--- config.mk ---
export PLATFORM = sky130hd
export DESIGN_NAME = pps_capture_match_tracker_flat
export DESIGN_NICKNAME = d
export VERILOG_FILES = /design/src/sv/pct_pkg.sv /design/src/sv/pct_item_if.sv /design/src/sv/pct_result_if.sv /design/src/sv/pct_div.sv /design/src/sv/pct_datapath.sv /design/src/sv/pct_ctrl.sv /design/src/sv/pps_capture_match_tracker.sv /design/src/flat_wrapper.sv
export SDC_FILE = /design/constraint.sdc
export NUM_CORES = 2
export LEC_CHECK = 0
export ABC_AREA = 1
export BUFFER_PORTS_ARGS = -buffer_cell sky130_fd_sc_hd__buf_4
export CAP_MARGIN = 20
export CORE_AREA = 2 2 534 536
export CTS_CLUSTER_DIAMETER = 120
export DETAILED_ROUTE_END_ITERATION = 10
export DIE_AREA = 0 0 536 538
export GPL_TIMING_DRIVEN = 1
export PLACE_DENSITY = 0.41
export SLEW_MARGIN = 20
export SYNTH_ARGS = -nofsm -noshare
export SYNTH_HDL_FRONTEND = slang
export SYNTH_SLANG_ARGS = --single-unit
--- constraint.sdc ---
create_clock -name clk -period 14 [get_ports clk]
set_input_delay 2.8 -clock clk [delete_from_list [all_inputs] [get_ports clk]]
set_output_delay 2.8 -clock clk [all_outputs]
set_load 0.1 [all_outputs]
--- src/sv/pct_pkg.sv ---
`timescale 1ns / 1ps
// ----------------------------------------------------------------------------
// pct_pkg
// Shared types, constants and codes for the PPS capture/match tracker.
// ----------------------------------------------------------------------------
package pct_pkg;

	localparam int DATA_W    = 32;
	localparam int FREQ_W    = 28;
	localparam int PRIME_W   = 8;
	localparam int CORR_W    = 23;
	localparam int CFG_W     = 28;
	localparam int CFG_IDX_W = 2;
	localparam int PACT_W    = 2;

	localparam logic [FREQ_W-1:0]  FREQ_RESET  = FREQ_W'(24000000);
	localparam logic [PRIME_W-1:0] PRIME_RESET = PRIME_W'(60);
	localparam logic [DATA_W-1:0]  NS_PER_S    = DATA_W'(1000000000);
	localparam logic [DATA_W-1:0]  MILLI       = DATA_W'(1000);

	// x / 1000 == (x * MILLI_RECIP) >> MILLI_SHIFT for every 32-bit x
	localparam logic [DATA_W-1:0]  MILLI_RECIP = DATA_W'(274877907);
	localparam int                 MILLI_SHIFT = 38;

	// configuration register indexes
	typedef enum logic [CFG_IDX_W-1:0] {
		CFG_FREQ      = 2'd0,
		CFG_PRIME     = 2'd1,
		CFG_OUT_TIMER = 2'd2
	} cfg_idx_t;

	// priming action codes
	typedef enum logic [PACT_W-1:0] {
		PACT_NONE   = 2'd0,
		PACT_SYNC   = 2'd1,
		PACT_RELOAD = 2'd2
	} prime_act_t;

	typedef struct packed {
		logic              match_flag;
		logic              capture_flag;
		logic [DATA_W-1:0] captured_count;
		logic [DATA_W-1:0] service_count;
	} pct_item_t;

	typedef struct packed {
		logic              pps_pulse;
		logic [CORR_W-1:0] correction_ns;
		logic              match_write;
		logic [DATA_W-1:0] match_value;
		logic [PACT_W-1:0] prime_action;
		logic              phase_valid;
		logic [DATA_W-1:0] phase_diff;
		logic [DATA_W-1:0] capture_total;
		logic [DATA_W-1:0] match_total;
		logic              is_primed;
	} pct_result_t;

	// controller to datapath
	typedef struct packed {
		logic load;
		logic do_match;
		logic do_khz;
		logic div_start;
		logic do_mul;
		logic take_corr;
		logic do_capt;
		logic do_fold;
		logic write_out;
	} pct_cmd_t;

	// datapath to controller
	typedef struct packed {
		logic need_corr;
		logic div_done;
		logic fold_needed;
		logic res_room;
	} pct_status_t;

endpackage

--- src/sv/pct_item_if.sv ---
`timescale 1ns / 1ps
// ----------------------------------------------------------------------------
// pct_item_if
// Request channel carrying one timer interrupt item.
// ----------------------------------------------------------------------------
interface pct_item_if import pct_pkg::*; ();
	logic              valid;
	logic              ready;
	logic              match_flag;
	logic              capture_flag;
	logic [DATA_W-1:0] captured_count;
	logic [DATA_W-1:0] service_count;

	modport source (output valid, match_flag, capture_flag, captured_count,
		service_count, input ready);
	modport sink (input valid, match_flag, capture_flag, captured_count,
		service_count, output ready);
endinterface

--- src/sv/pct_result_if.sv ---
`timescale 1ns / 1ps
// ----------------------------------------------------------------------------
// pct_result_if
// Result channel carrying one tracker result per request.
// ----------------------------------------------------------------------------
interface pct_result_if import pct_pkg::*; ();
	logic              valid;
	logic              ready;
	logic              pps_pulse;
	logic [CORR_W-1:0] correction_ns;
	logic              match_write;
	logic [DATA_W-1:0] match_value;
	logic [PACT_W-1:0] prime_action;
	logic              phase_valid;
	logic [DATA_W-1:0] phase_diff;
	logic [DATA_W-1:0] capture_total;
	logic [DATA_W-1:0] match_total;
	logic              is_primed;

	modport source (output valid, pps_pulse, correction_ns, match_write,
		match_value, prime_action, phase_valid, phase_diff, capture_total,
		match_total, is_primed, input ready);
	modport sink (input valid, pps_pulse, correction_ns, match_write,
		match_value, prime_action, phase_valid, phase_diff, capture_total,
		match_total, is_primed, output ready);
endinterface

--- src/sv/pct_div.sv ---
`timescale 1ns / 1ps
// ----------------------------------------------------------------------------
// pct_div
// Iterative restoring divider, one quotient bit per cycle.
// ----------------------------------------------------------------------------
module pct_div import pct_pkg::*; (
	input  logic              clk,
	input  logic              arst_n,
	input  logic              start,
	input  logic [DATA_W-1:0] dividend,
	input  logic [DATA_W-1:0] divisor,
	output logic              done,
	output logic [DATA_W-1:0] quotient
);
	localparam int CNT_W = $clog2(DATA_W);
	localparam logic [CNT_W-1:0] LAST = CNT_W'(DATA_W - 1);

	logic              busy_q;
	logic              done_q;
	logic [CNT_W-1:0]  cnt_q;
	logic [DATA_W-1:0] rem_q;
	logic [DATA_W-1:0] quo_q;
	logic [DATA_W-1:0] dvs_q;
	logic [DATA_W:0]   shifted;
	logic [DATA_W:0]   trial;

	// shift in the next dividend bit and try a subtract
	assign shifted = {rem_q, quo_q[DATA_W-1]};
	assign trial   = shifted - {1'b0, dvs_q};

	// control: busy flag, step count, done pulse
	always_ff @(posedge clk or negedge arst_n) begin
		if (!arst_n) begin
			busy_q <= 1'b0;
			done_q <= 1'b0;
			cnt_q  <= '0;
		end else begin
			done_q <= 1'b0;
			if (start) begin
				busy_q <= 1'b1;
				cnt_q  <= '0;
			end else if (busy_q) begin
				cnt_q <= cnt_q + 1'b1;
				if (cnt_q == LAST) begin
					busy_q <= 1'b0;
					done_q <= 1'b1;
				end
			end
		end
	end

	// datapath: remainder and quotient shift
	always_ff @(posedge clk) begin
		if (start) begin
			rem_q <= '0;
			quo_q <= dividend;
			dvs_q <= divisor;
		end else if (busy_q) begin
			if (!trial[DATA_W]) begin
				rem_q <= trial[DATA_W-1:0];
				quo_q <= {quo_q[DATA_W-2:0], 1'b1};
			end else begin
				rem_q <= shifted[DATA_W-1:0];
				quo_q <= {quo_q[DATA_W-2:0], 1'b0};
			end
		end
	end

	assign done     = done_q;
	assign quotient = quo_q;
endmodule

--- src/sv/pct_datapath.sv ---
`timescale 1ns / 1ps
// ----------------------------------------------------------------------------
// pct_datapath
// Tracker state, configuration, correction arithmetic and result register.
// ----------------------------------------------------------------------------
module pct_datapath import pct_pkg::*; (
	input  logic                 clk,
	input  logic                 arst_n,
	input  logic                 cfg_we,
	input  logic [CFG_IDX_W-1:0] cfg_index,
	input  logic [CFG_W-1:0]     cfg_data,
	input  pct_item_t            item_data,
	input  pct_cmd_t             cmd,
	output pct_status_t          status,
	output pct_result_t          result_data,
	output logic                 result_valid,
	input  logic                 result_ready
);
	// configuration
	logic [FREQ_W-1:0]  freq_q;
	logic [PRIME_W-1:0] prime_cnt_q;
	logic               has_timer_q;

	// tracker state
	logic [DATA_W-1:0] next_match_q;
	logic [DATA_W-1:0] last_match_q;
	logic [DATA_W-1:0] cap_cnt_q;
	logic [DATA_W-1:0] match_cnt_q;
	logic              primed_q;

	// current request and working values
	pct_item_t         item_q;
	logic [DATA_W-1:0] delta_q;
	logic [DATA_W-1:0] khz_q;
	logic [DATA_W-1:0] prod_q;
	logic [DATA_W-1:0] fold1_q;
	pct_result_t       acc_q;
	pct_result_t       out_q;
	logic              out_valid_q;

	logic [DATA_W-1:0]   freq_ext;
	logic [DATA_W-1:0]   half;
	logic [DATA_W-1:0]   match_sum;
	logic [DATA_W-1:0]   cap_inc;
	logic                prime_now;
	logic [DATA_W-1:0]   diff0;
	logic [DATA_W-1:0]   mag0;
	logic [DATA_W-1:0]   step1;
	logic [DATA_W-1:0]   step2;
	logic [DATA_W-1:0]   recip_in;
	logic [2*DATA_W-1:0] recip_full;
	logic [DATA_W-1:0]   milli_quot;
	logic [DATA_W-1:0]   quot;
	logic [DATA_W-1:0]   mul_lo;
	logic                div_done;
	pct_result_t         out_d;

	assign freq_ext  = {{(DATA_W-FREQ_W){1'b0}}, freq_q};
	assign half      = {{(DATA_W-FREQ_W+1){1'b0}}, freq_q[FREQ_W-1:1]};
	assign match_sum = next_match_q + freq_ext;
	assign cap_inc   = cap_cnt_q + 1'b1;
	assign prime_now = (cap_inc > {{(DATA_W-PRIME_W){1'b0}}, prime_cnt_q}) && !primed_q;

	// first fold step: pull a large negative difference up by one second
	assign diff0 = last_match_q - item_q.captured_count;
	assign mag0  = diff0[DATA_W-1] ? (~diff0 + 1'b1) : diff0;
	assign step1 = (diff0[DATA_W-1] && (mag0 > half)) ? (diff0 + freq_ext) : diff0;

	// second fold step: pull a large positive difference down by one second
	assign step2 = (!fold1_q[DATA_W-1] && (fold1_q != '0) && (fold1_q > half)) ?
		(fold1_q - freq_ext) : fold1_q;

	// divide by 1000 through the reciprocal: frequency for kHz, product for ns
	assign recip_in   = cmd.do_khz ? freq_ext : prod_q;
	assign recip_full = recip_in * MILLI_RECIP;
	assign milli_quot = {{(MILLI_SHIFT-DATA_W){1'b0}}, recip_full[2*DATA_W-1:MILLI_SHIFT]};

	// ps per count: one second divided by the kHz rate
	pct_div u_div (
		.clk      (clk),
		.arst_n   (arst_n),
		.start    (cmd.div_start),
		.dividend (NS_PER_S),
		.divisor  (khz_q),
		.done     (div_done),
		.quotient (quot)
	);

	assign mul_lo = delta_q * quot;

	// configuration writes
	always_ff @(posedge clk or negedge arst_n) begin
		if (!arst_n) begin
			freq_q      <= FREQ_RESET;
			prime_cnt_q <= PRIME_RESET;
			has_timer_q <= 1'b0;
		end else if (cfg_we) begin
			unique case (cfg_index)
				CFG_FREQ:      freq_q      <= cfg_data[FREQ_W-1:0];
				CFG_PRIME:     prime_cnt_q <= cfg_data[PRIME_W-1:0];
				CFG_OUT_TIMER: has_timer_q <= cfg_data[0];
				default: ;
			endcase
		end
	end

	// tracker state: advance on match, count and prime on capture
	always_ff @(posedge clk or negedge arst_n) begin
		if (!arst_n) begin
			next_match_q <= {{(DATA_W-FREQ_W){1'b0}}, FREQ_RESET};
			last_match_q <= '0;
			cap_cnt_q    <= '0;
			match_cnt_q  <= '0;
			primed_q     <= 1'b0;
		end else begin
			if (cmd.do_match && item_q.match_flag) begin
				last_match_q <= next_match_q;
				next_match_q <= match_sum;
				if (primed_q) begin
					match_cnt_q <= match_cnt_q + 1'b1;
				end
			end
			if (cmd.do_capt && item_q.capture_flag) begin
				cap_cnt_q <= cap_inc;
				if (prime_now) begin
					last_match_q <= '0;
					next_match_q <= freq_ext;
					match_cnt_q  <= cap_inc;
					primed_q     <= 1'b1;
				end
			end
		end
	end

	// per-request working registers and result fields
	always_ff @(posedge clk) begin
		if (cmd.load) begin
			item_q <= item_data;
			acc_q  <= '0;
		end
		if (cmd.do_match && item_q.match_flag) begin
			delta_q           <= item_q.service_count - next_match_q;
			acc_q.match_write <= 1'b1;
			acc_q.match_value <= match_sum;
			if (primed_q) begin
				acc_q.pps_pulse <= 1'b1;
			end
		end
		// kHz rate saturates at one for very slow timers
		if (cmd.do_khz) begin
			khz_q <= (milli_quot == '0) ? DATA_W'(1) : milli_quot;
		end
		if (cmd.do_mul) begin
			prod_q <= mul_lo;
		end
		if (cmd.take_corr) begin
			acc_q.correction_ns <= milli_quot[CORR_W-1:0];
		end
		if (cmd.do_capt && item_q.capture_flag) begin
			if (prime_now) begin
				acc_q.match_write  <= 1'b1;
				acc_q.match_value  <= freq_ext;
				acc_q.prime_action <= has_timer_q ? PACT_SYNC : PACT_RELOAD;
			end else begin
				fold1_q <= step1;
			end
		end
		if (cmd.do_fold) begin
			acc_q.phase_valid <= 1'b1;
			acc_q.phase_diff  <= step2;
		end
	end

	// result register: hold until taken
	always_ff @(posedge clk or negedge arst_n) begin
		if (!arst_n) begin
			out_valid_q <= 1'b0;
		end else if (cmd.write_out) begin
			out_valid_q <= 1'b1;
		end else if (result_ready) begin
			out_valid_q <= 1'b0;
		end
	end

	// merge the totals into the finished result
	always_comb begin
		out_d               = acc_q;
		out_d.capture_total = cap_cnt_q;
		out_d.match_total   = match_cnt_q;
		out_d.is_primed     = primed_q;
	end

	always_ff @(posedge clk) begin
		if (cmd.write_out) begin
			out_q <= out_d;
		end
	end

	assign status.need_corr   = item_q.match_flag && primed_q;
	assign status.div_done    = div_done;
	assign status.fold_needed = item_q.capture_flag && !prime_now;
	assign status.res_room    = !out_valid_q || result_ready;

	assign result_data  = out_q;
	assign result_valid = out_valid_q;
endmodule

--- src/sv/pct_ctrl.sv ---
`timescale 1ns / 1ps
// ----------------------------------------------------------------------------
// pct_ctrl
// Sequencer for one request: match, opt. correction, capture, opt. fold, write.
// ----------------------------------------------------------------------------
module pct_ctrl import pct_pkg::*; (
	input  logic        clk,
	input  logic        arst_n,
	input  logic        item_valid,
	output logic        item_ready,
	input  pct_status_t status,
	output pct_cmd_t    cmd
);
	typedef enum logic [9:0] {
		ST_IDLE   = 10'b0000000001,
		ST_MATCH  = 10'b0000000010,
		ST_KHZ    = 10'b0000000100,
		ST_DSTART = 10'b0000001000,
		ST_DWAIT  = 10'b0000010000,
		ST_MUL    = 10'b0000100000,
		ST_CORR   = 10'b0001000000,
		ST_CAPT   = 10'b0010000000,
		ST_FOLD   = 10'b0100000000,
		ST_WRITE  = 10'b1000000000
	} state_t;

	state_t state_q;
	state_t state_d;

	assign item_ready = (state_q == ST_IDLE);

	// next state and commands
	always_comb begin
		state_d = state_q;
		cmd     = '0;
		unique case (state_q)
			ST_IDLE: begin
				if (item_valid) begin
					cmd.load = 1'b1;
					state_d  = ST_MATCH;
				end
			end
			ST_MATCH: begin
				cmd.do_match = 1'b1;
				state_d      = status.need_corr ? ST_KHZ : ST_CAPT;
			end
			ST_KHZ: begin
				cmd.do_khz = 1'b1;
				state_d    = ST_DSTART;
			end
			ST_DSTART: begin
				cmd.div_start = 1'b1;
				state_d       = ST_DWAIT;
			end
			ST_DWAIT: begin
				if (status.div_done) begin
					state_d = ST_MUL;
				end
			end
			ST_MUL: begin
				cmd.do_mul = 1'b1;
				state_d    = ST_CORR;
			end
			ST_CORR: begin
				cmd.take_corr = 1'b1;
				state_d       = ST_CAPT;
			end
			ST_CAPT: begin
				cmd.do_capt = 1'b1;
				state_d     = status.fold_needed ? ST_FOLD : ST_WRITE;
			end
			ST_FOLD: begin
				cmd.do_fold = 1'b1;
				state_d     = ST_WRITE;
			end
			ST_WRITE: begin
				if (status.res_room) begin
					cmd.write_out = 1'b1;
					state_d       = ST_IDLE;
				end
			end
			default: state_d = ST_IDLE;
		endcase
	end

	always_ff @(posedge clk or negedge arst_n) begin
		if (!arst_n) begin
			state_q <= ST_IDLE;
		end else begin
			state_q <= state_d;
		end
	end
endmodule

--- src/sv/pps_capture_match_tracker.sv ---
`timescale 1ns / 1ps
// ----------------------------------------------------------------------------
// pps_capture_match_tracker
// Tracks PPS capture/match timer interrupts and derives event corrections.
// ----------------------------------------------------------------------------
// Usage:
//   item   : one timer interrupt request (match/capture flags, captured
//            counter, counter at service), valid/ready.
//   result : one result per request, valid/ready, held in an output register.
//   cfg_*  : write-only register port (frequency, prime count, output timer);
//            write only while no request is in flight.
// Each accepted request is loaded, then steps through match, capture, an
//   optional phase fold and the write to the result register. A primed
//   match adds the latency correction between match and capture: kHz rate
//   by reciprocal multiply, a 32-step division for the ps-per-count scale,
//   a multiply, and the ns scaling by reciprocal multiply.
// Throughput: one request at a time; the next one is taken once the result
//   has moved to the output register, so a stalled receiver holds at most
//   one finished result while the next request is worked on, and a second
//   stall stops the sequencer before the result write.
// Reset: configuration returns to 24 MHz, 60 captures, no output timer; the
//   next match is one second out and all counters and the primed flag clear.
// ----------------------------------------------------------------------------
module pps_capture_match_tracker import pct_pkg::*; (
	input  logic                 clk,
	input  logic                 arst_n,
	input  logic                 cfg_we,
	input  logic [CFG_IDX_W-1:0] cfg_index,
	input  logic [CFG_W-1:0]     cfg_data,
	pct_item_if.sink             item,
	pct_result_if.source         result
);
	pct_cmd_t    cmd;
	pct_status_t status;
	pct_item_t   item_data;
	pct_result_t result_data;
	logic        item_ready;
	logic        result_valid;

	assign item.ready               = item_ready;
	assign item_data.match_flag     = item.match_flag;
	assign item_data.capture_flag   = item.capture_flag;
	assign item_data.captured_count = item.captured_count;
	assign item_data.service_count  = item.service_count;

	pct_ctrl u_ctrl (
		.clk        (clk),
		.arst_n     (arst_n),
		.item_valid (item.valid),
		.item_ready (item_ready),
		.status     (status),
		.cmd        (cmd)
	);

	pct_datapath u_dp (
		.clk          (clk),
		.arst_n       (arst_n),
		.cfg_we       (cfg_we),
		.cfg_index    (cfg_index),
		.cfg_data     (cfg_data),
		.item_data    (item_data),
		.cmd          (cmd),
		.status       (status),
		.result_data  (result_data),
		.result_valid (result_valid),
		.result_ready (result.ready)
	);

	// drive the result channel
	assign result.valid         = result_valid;
	assign result.pps_pulse     = result_data.pps_pulse;
	assign result.correction_ns = result_data.correction_ns;
	assign result.match_write   = result_data.match_write;
	assign result.match_value   = result_data.match_value;
	assign result.prime_action  = result_data.prime_action;
	assign result.phase_valid   = result_data.phase_valid;
	assign result.phase_diff    = result_data.phase_diff;
	assign result.capture_total = result_data.capture_total;
	assign result.match_total   = result_data.match_total;
	assign result.is_primed     = result_data.is_primed;

	// one request at a time
	a_one_at_a_time: assert property (@(posedge clk) disable iff (!arst_n)
		(item.valid && item.ready) |=> !item.ready)
		else $error("request accepted while another is in flight");

	// a PPS event always comes with a match register rewrite
	a_event_writes_match: assert property (@(posedge clk) disable iff (!arst_n)
		(result.valid && result.pps_pulse) |-> result.match_write)
		else $error("PPS event without match write");

	// priming rewrites the match register, sets the primed flag and reports no phase difference
	a_prime_consistent: assert property (@(posedge clk) disable iff (!arst_n)
		(result.valid && (result.prime_action != PACT_NONE)) |->
		(result.is_primed && result.match_write && !result.phase_valid))
		else $error("inconsistent priming result");

	// a phase difference is reported only with its valid flag
	a_phase_zero: assert property (@(posedge clk) disable iff (!arst_n)
		(result.valid && !result.phase_valid) |-> (result.phase_diff == '0))
		else $error("phase difference without phase valid");
endmodule
--- src/flat_wrapper.sv ---
// flat-port wrapper written by rule: the top's interface ports become plain ports
module pps_capture_match_tracker_flat import pct_pkg::*;
  (clk, arst_n, cfg_we, cfg_index, cfg_data, item_valid, item_match_flag, item_capture_flag, item_captured_count, item_service_count, item_ready, result_valid, result_pps_pulse, result_correction_ns, result_match_write, result_match_value, result_prime_action, result_phase_valid, result_phase_diff, result_capture_total, result_match_total, result_is_primed, result_ready);
  pct_item_if item_i ();
  pct_result_if result_i ();
  input  logic clk;
  input  logic arst_n;
  input  logic cfg_we;
  input  logic [CFG_IDX_W-1:0] cfg_index;
  input  logic [CFG_W-1:0] cfg_data;
  input wire logic [$bits(item_i.valid)-1:0] item_valid;
  input wire logic [$bits(item_i.match_flag)-1:0] item_match_flag;
  input wire logic [$bits(item_i.capture_flag)-1:0] item_capture_flag;
  input wire logic [$bits(item_i.captured_count)-1:0] item_captured_count;
  input wire logic [$bits(item_i.service_count)-1:0] item_service_count;
  output wire logic [$bits(item_i.ready)-1:0] item_ready;
  output wire logic [$bits(result_i.valid)-1:0] result_valid;
  output wire logic [$bits(result_i.pps_pulse)-1:0] result_pps_pulse;
  output wire logic [$bits(result_i.correction_ns)-1:0] result_correction_ns;
  output wire logic [$bits(result_i.match_write)-1:0] result_match_write;
  output wire logic [$bits(result_i.match_value)-1:0] result_match_value;
  output wire logic [$bits(result_i.prime_action)-1:0] result_prime_action;
  output wire logic [$bits(result_i.phase_valid)-1:0] result_phase_valid;
  output wire logic [$bits(result_i.phase_diff)-1:0] result_phase_diff;
  output wire logic [$bits(result_i.capture_total)-1:0] result_capture_total;
  output wire logic [$bits(result_i.match_total)-1:0] result_match_total;
  output wire logic [$bits(result_i.is_primed)-1:0] result_is_primed;
  input wire logic [$bits(result_i.ready)-1:0] result_ready;
  assign item_i.valid = item_valid;
  assign item_i.match_flag = item_match_flag;
  assign item_i.capture_flag = item_capture_flag;
  assign item_i.captured_count = item_captured_count;
  assign item_i.service_count = item_service_count;
  assign item_ready = item_i.ready;
  assign result_valid = result_i.valid;
  assign result_pps_pulse = result_i.pps_pulse;
  assign result_correction_ns = result_i.correction_ns;
  assign result_match_write = result_i.match_write;
  assign result_match_value = result_i.match_value;
  assign result_prime_action = result_i.prime_action;
  assign result_phase_valid = result_i.phase_valid;
  assign result_phase_diff = result_i.phase_diff;
  assign result_capture_total = result_i.capture_total;
  assign result_match_total = result_i.match_total;
  assign result_is_primed = result_i.is_primed;
  assign result_i.ready = result_ready;
  pps_capture_match_tracker u_core (.clk(clk), .arst_n(arst_n), .cfg_we(cfg_we), .cfg_index(cfg_index), .cfg_data(cfg_data), .item(item_i), .result(result_i));
endmodule
==> metrics <==
status=completed; Synth top cells by count=inv_1 (1903), nand2_1 (1646), ha_1 (734); Netlist cell types=65; largest area contributor in the netlist=fa_1; max-cap viol count=0; Crit path top cell by count=inv_1; synthesis-to-finish area growth=13.7%; Yosys top cell area share=20.2%; most used routing layer=met2; slowest cell on the critical path=buf_4; TritonRoute pass-1 iters=6; fin area=0.0799 sq mm; wire per inst=20.4 microns; WP data required=14.57 ns; fin crit share=69.9%; worst hold path class=reg2reg; proportion of layout cells with a drive suffix above 1=7.09%; clock transition at the registers of the reported paths=0.06 ns; CP bufs+invs=11; DRC viols=0; final number of setup-violating endpoints=0; Die Ht=538 microns; number of slew-limit violations in the final report=0; synth top area cells=fa_1 (20%), edfxtp_1 (18%), ha_1 (13%), inv_1 (10%), nand2_1 (8.8%); CTS resizes=0; Slew HR=28.1%; vias in the first global route=57500; RSZ-0062 raised after global routing=false; Post-synth ARST share=26.1%; M3 GR Usage=2.27%; Seq/Total Area, Yosys=27.4%; Final Wtd Congestion=0.916; core area=0.283 sq mm; largest net degree at the start of global routing=96; fmax=102 MHz; crit-path max FO=45; Fin Setup TNS=0 ns; total routed wirelength=251 mm; initial antenna violation count=13; vias=55300; vias per std cell=4.48; most common flop cell mapped by yosys=edfxtp_1; EDFF count, synth=420; # H-tree levels=3; met1 Use GR=23.8%; Synth Net Count=9806; delay-heaviest family, CP=adder cells; Layout Nets=10000; first-pass GRT wire length=375 mm; Clock Tree Root=clkbuf_16; Setup WS post-layout=4.22 ns; Initial Utilization=24.8%; most common cell in the netlist=inv_1; # hold bufs at CTS=0; Mapped Area=0.0702 sq mm; worst-margin pin slew=1.08 ns; max incr delay on CP=0.55 ns; dpl ws=4.20 ns; crit end category=register; worst clock skew=0.0335 ns; worst skew pair latency=0.73 ns; post-synthesis register bit count=705; gr usage total=17.3%; TritonCTS Buffers=89; CTS tree=yes; Critical Path Source Type=register; Port Buffers=259; final hold vios=0; Tmin final=9.78 ns; DIE AREA=0.288 sq mm; Clock Sinks=705; Post-CTS Setup Bufs=0; crit path DAT=10.35 ns; post-DP HPWL=203 mm; post-detailed-route count of antenna-violating nets=0; Cell Area, Placed=0.0768 sq mm; Ports=260; grt met2 use=28.6%; syn_area_per_cell=8.50 sq um; CP Class=reg2reg; Starting DRT DRC Count=3457; clk buf depth=3; Ys Warns=0; GR Overflow Total=0; Syn Inst Count=8261; die span in x=536 microns; Row Count=196; Util after Layout=28.2%
==> registers in the layout, summed over array words and instances, names as in the netlist, 32 cells and up <==
signal,cells
u_core.u_dp.acc_q,92
u_core.u_dp.delta_q,32
u_core.u_dp.fold1_q,32
u_core.u_dp.u_div.rem_q,32
u_core.u_dp.result_data,157
u_core.u_dp.cap_cnt_q,32
u_core.u_dp.item_q,66
u_core.u_dp.next_match_q,32
u_core.u_dp.last_match_q,32
u_core.u_dp.u_div.quotient,32
u_core.u_dp.match_cnt_q,32
u_core.u_dp.prod_q,32
==> final timing paths <==
kind	from	endpoint	slack (ns)	cells after the start
max in group asynchronous	arst_n	u_core.u_dp.last_match_q[4]$_DFF_PN0_	9.72	3
setup reg to reg	u_core.u_ctrl.state_q[9]$_DFFE_PN0P_	u_core.u_dp.khz_q[0]$_SDFFCE_PN1P_	4.22	36
hold reg to reg	u_core.u_dp.acc_q[67]$_DFFE_PP_	u_core.u_dp.result_data[67]$_DFFE_PP_	0.42	0
setup / recovery	u_core.u_ctrl.state_q[9]$_DFFE_PN0P_	u_core.u_dp.khz_q[0]$_SDFFCE_PN1P_	4.22	36
hold / removal	u_core.u_dp.acc_q[67]$_DFFE_PP_	u_core.u_dp.result_data[67]$_DFFE_PP_	0.42	0
min in group asynchronous	arst_n	u_core.u_dp.match_cnt_q[31]$_DFF_PN0_	2.09	1
==> cells in the final DEF (no fill, tap or decap), types with 37 or more instances in the layout <==
cell       instances
a21oi_1          422
buf_4            343
clkbuf_16         91
dfrtp_1          159
dfxtp_1          101
edfxtp_1         420
fa_1             710
ha_1             734
inv_1           1902
nand2_1         1645
nand3_1          269
nand4_1           63
nor2_1           449
nor3_1            70
nor4_1            37
o211ai_1          47
o21ai_0          323
xnor2_1          116
xor2_1           207
==> cell families (layout without fill, tap and decap cells) <==
kind of cell,Yosys count,in the layout,share of synthesized area (%)
and+or+nand+nor,2615,2615,15.4
xor gates and xnor gates,326,326,4.10
adders and majority gates,1444,1444,33.3
buffers and inverters,2132,2444,11.5
DFF,705,705,27.4
AOI/OAI and AO/OA,1039,1039,8.28
other,0,1,0
==> cell type report <==
cell class | instances | area (sq um)
antenna | 1 | 2.50
clock buffer | 116 | 2430
clock inverter | 52 | 614
fill | 30400 | 203000
inverter | 1930 | 7240
multi-input combinational | 5424 | 43000
sequential | 705 | 19300
tap | 3762 | 4710
timing repair buffer | 346 | 2640
==> per-stage QoR <==
stage          hold WS [ns]  instances
3_3_place_gp          0.404      12200
3_5_place_dp          0.405      12200
2_1_floorplan         0.400       8261
6_report              0.417      12300
4_1_cts               0.404      12300
5_1_grt               0.413      12300
==> per-layer routing <==
| metal | part of all wire (%) | vias to the layer above |
|---|---|---|
| li1 | - | 26400 |
| met1 | 47 | 27300 |
| met2 | 46 | 1227 |
| met3 | 4.4 | 267 |
| met4 | 2.5 | 8 |
| met5 | 0.021 | - |
Power is not shown: default switching activity piles up to over one toggle a cycle in this logic, so the estimate is an artifact.
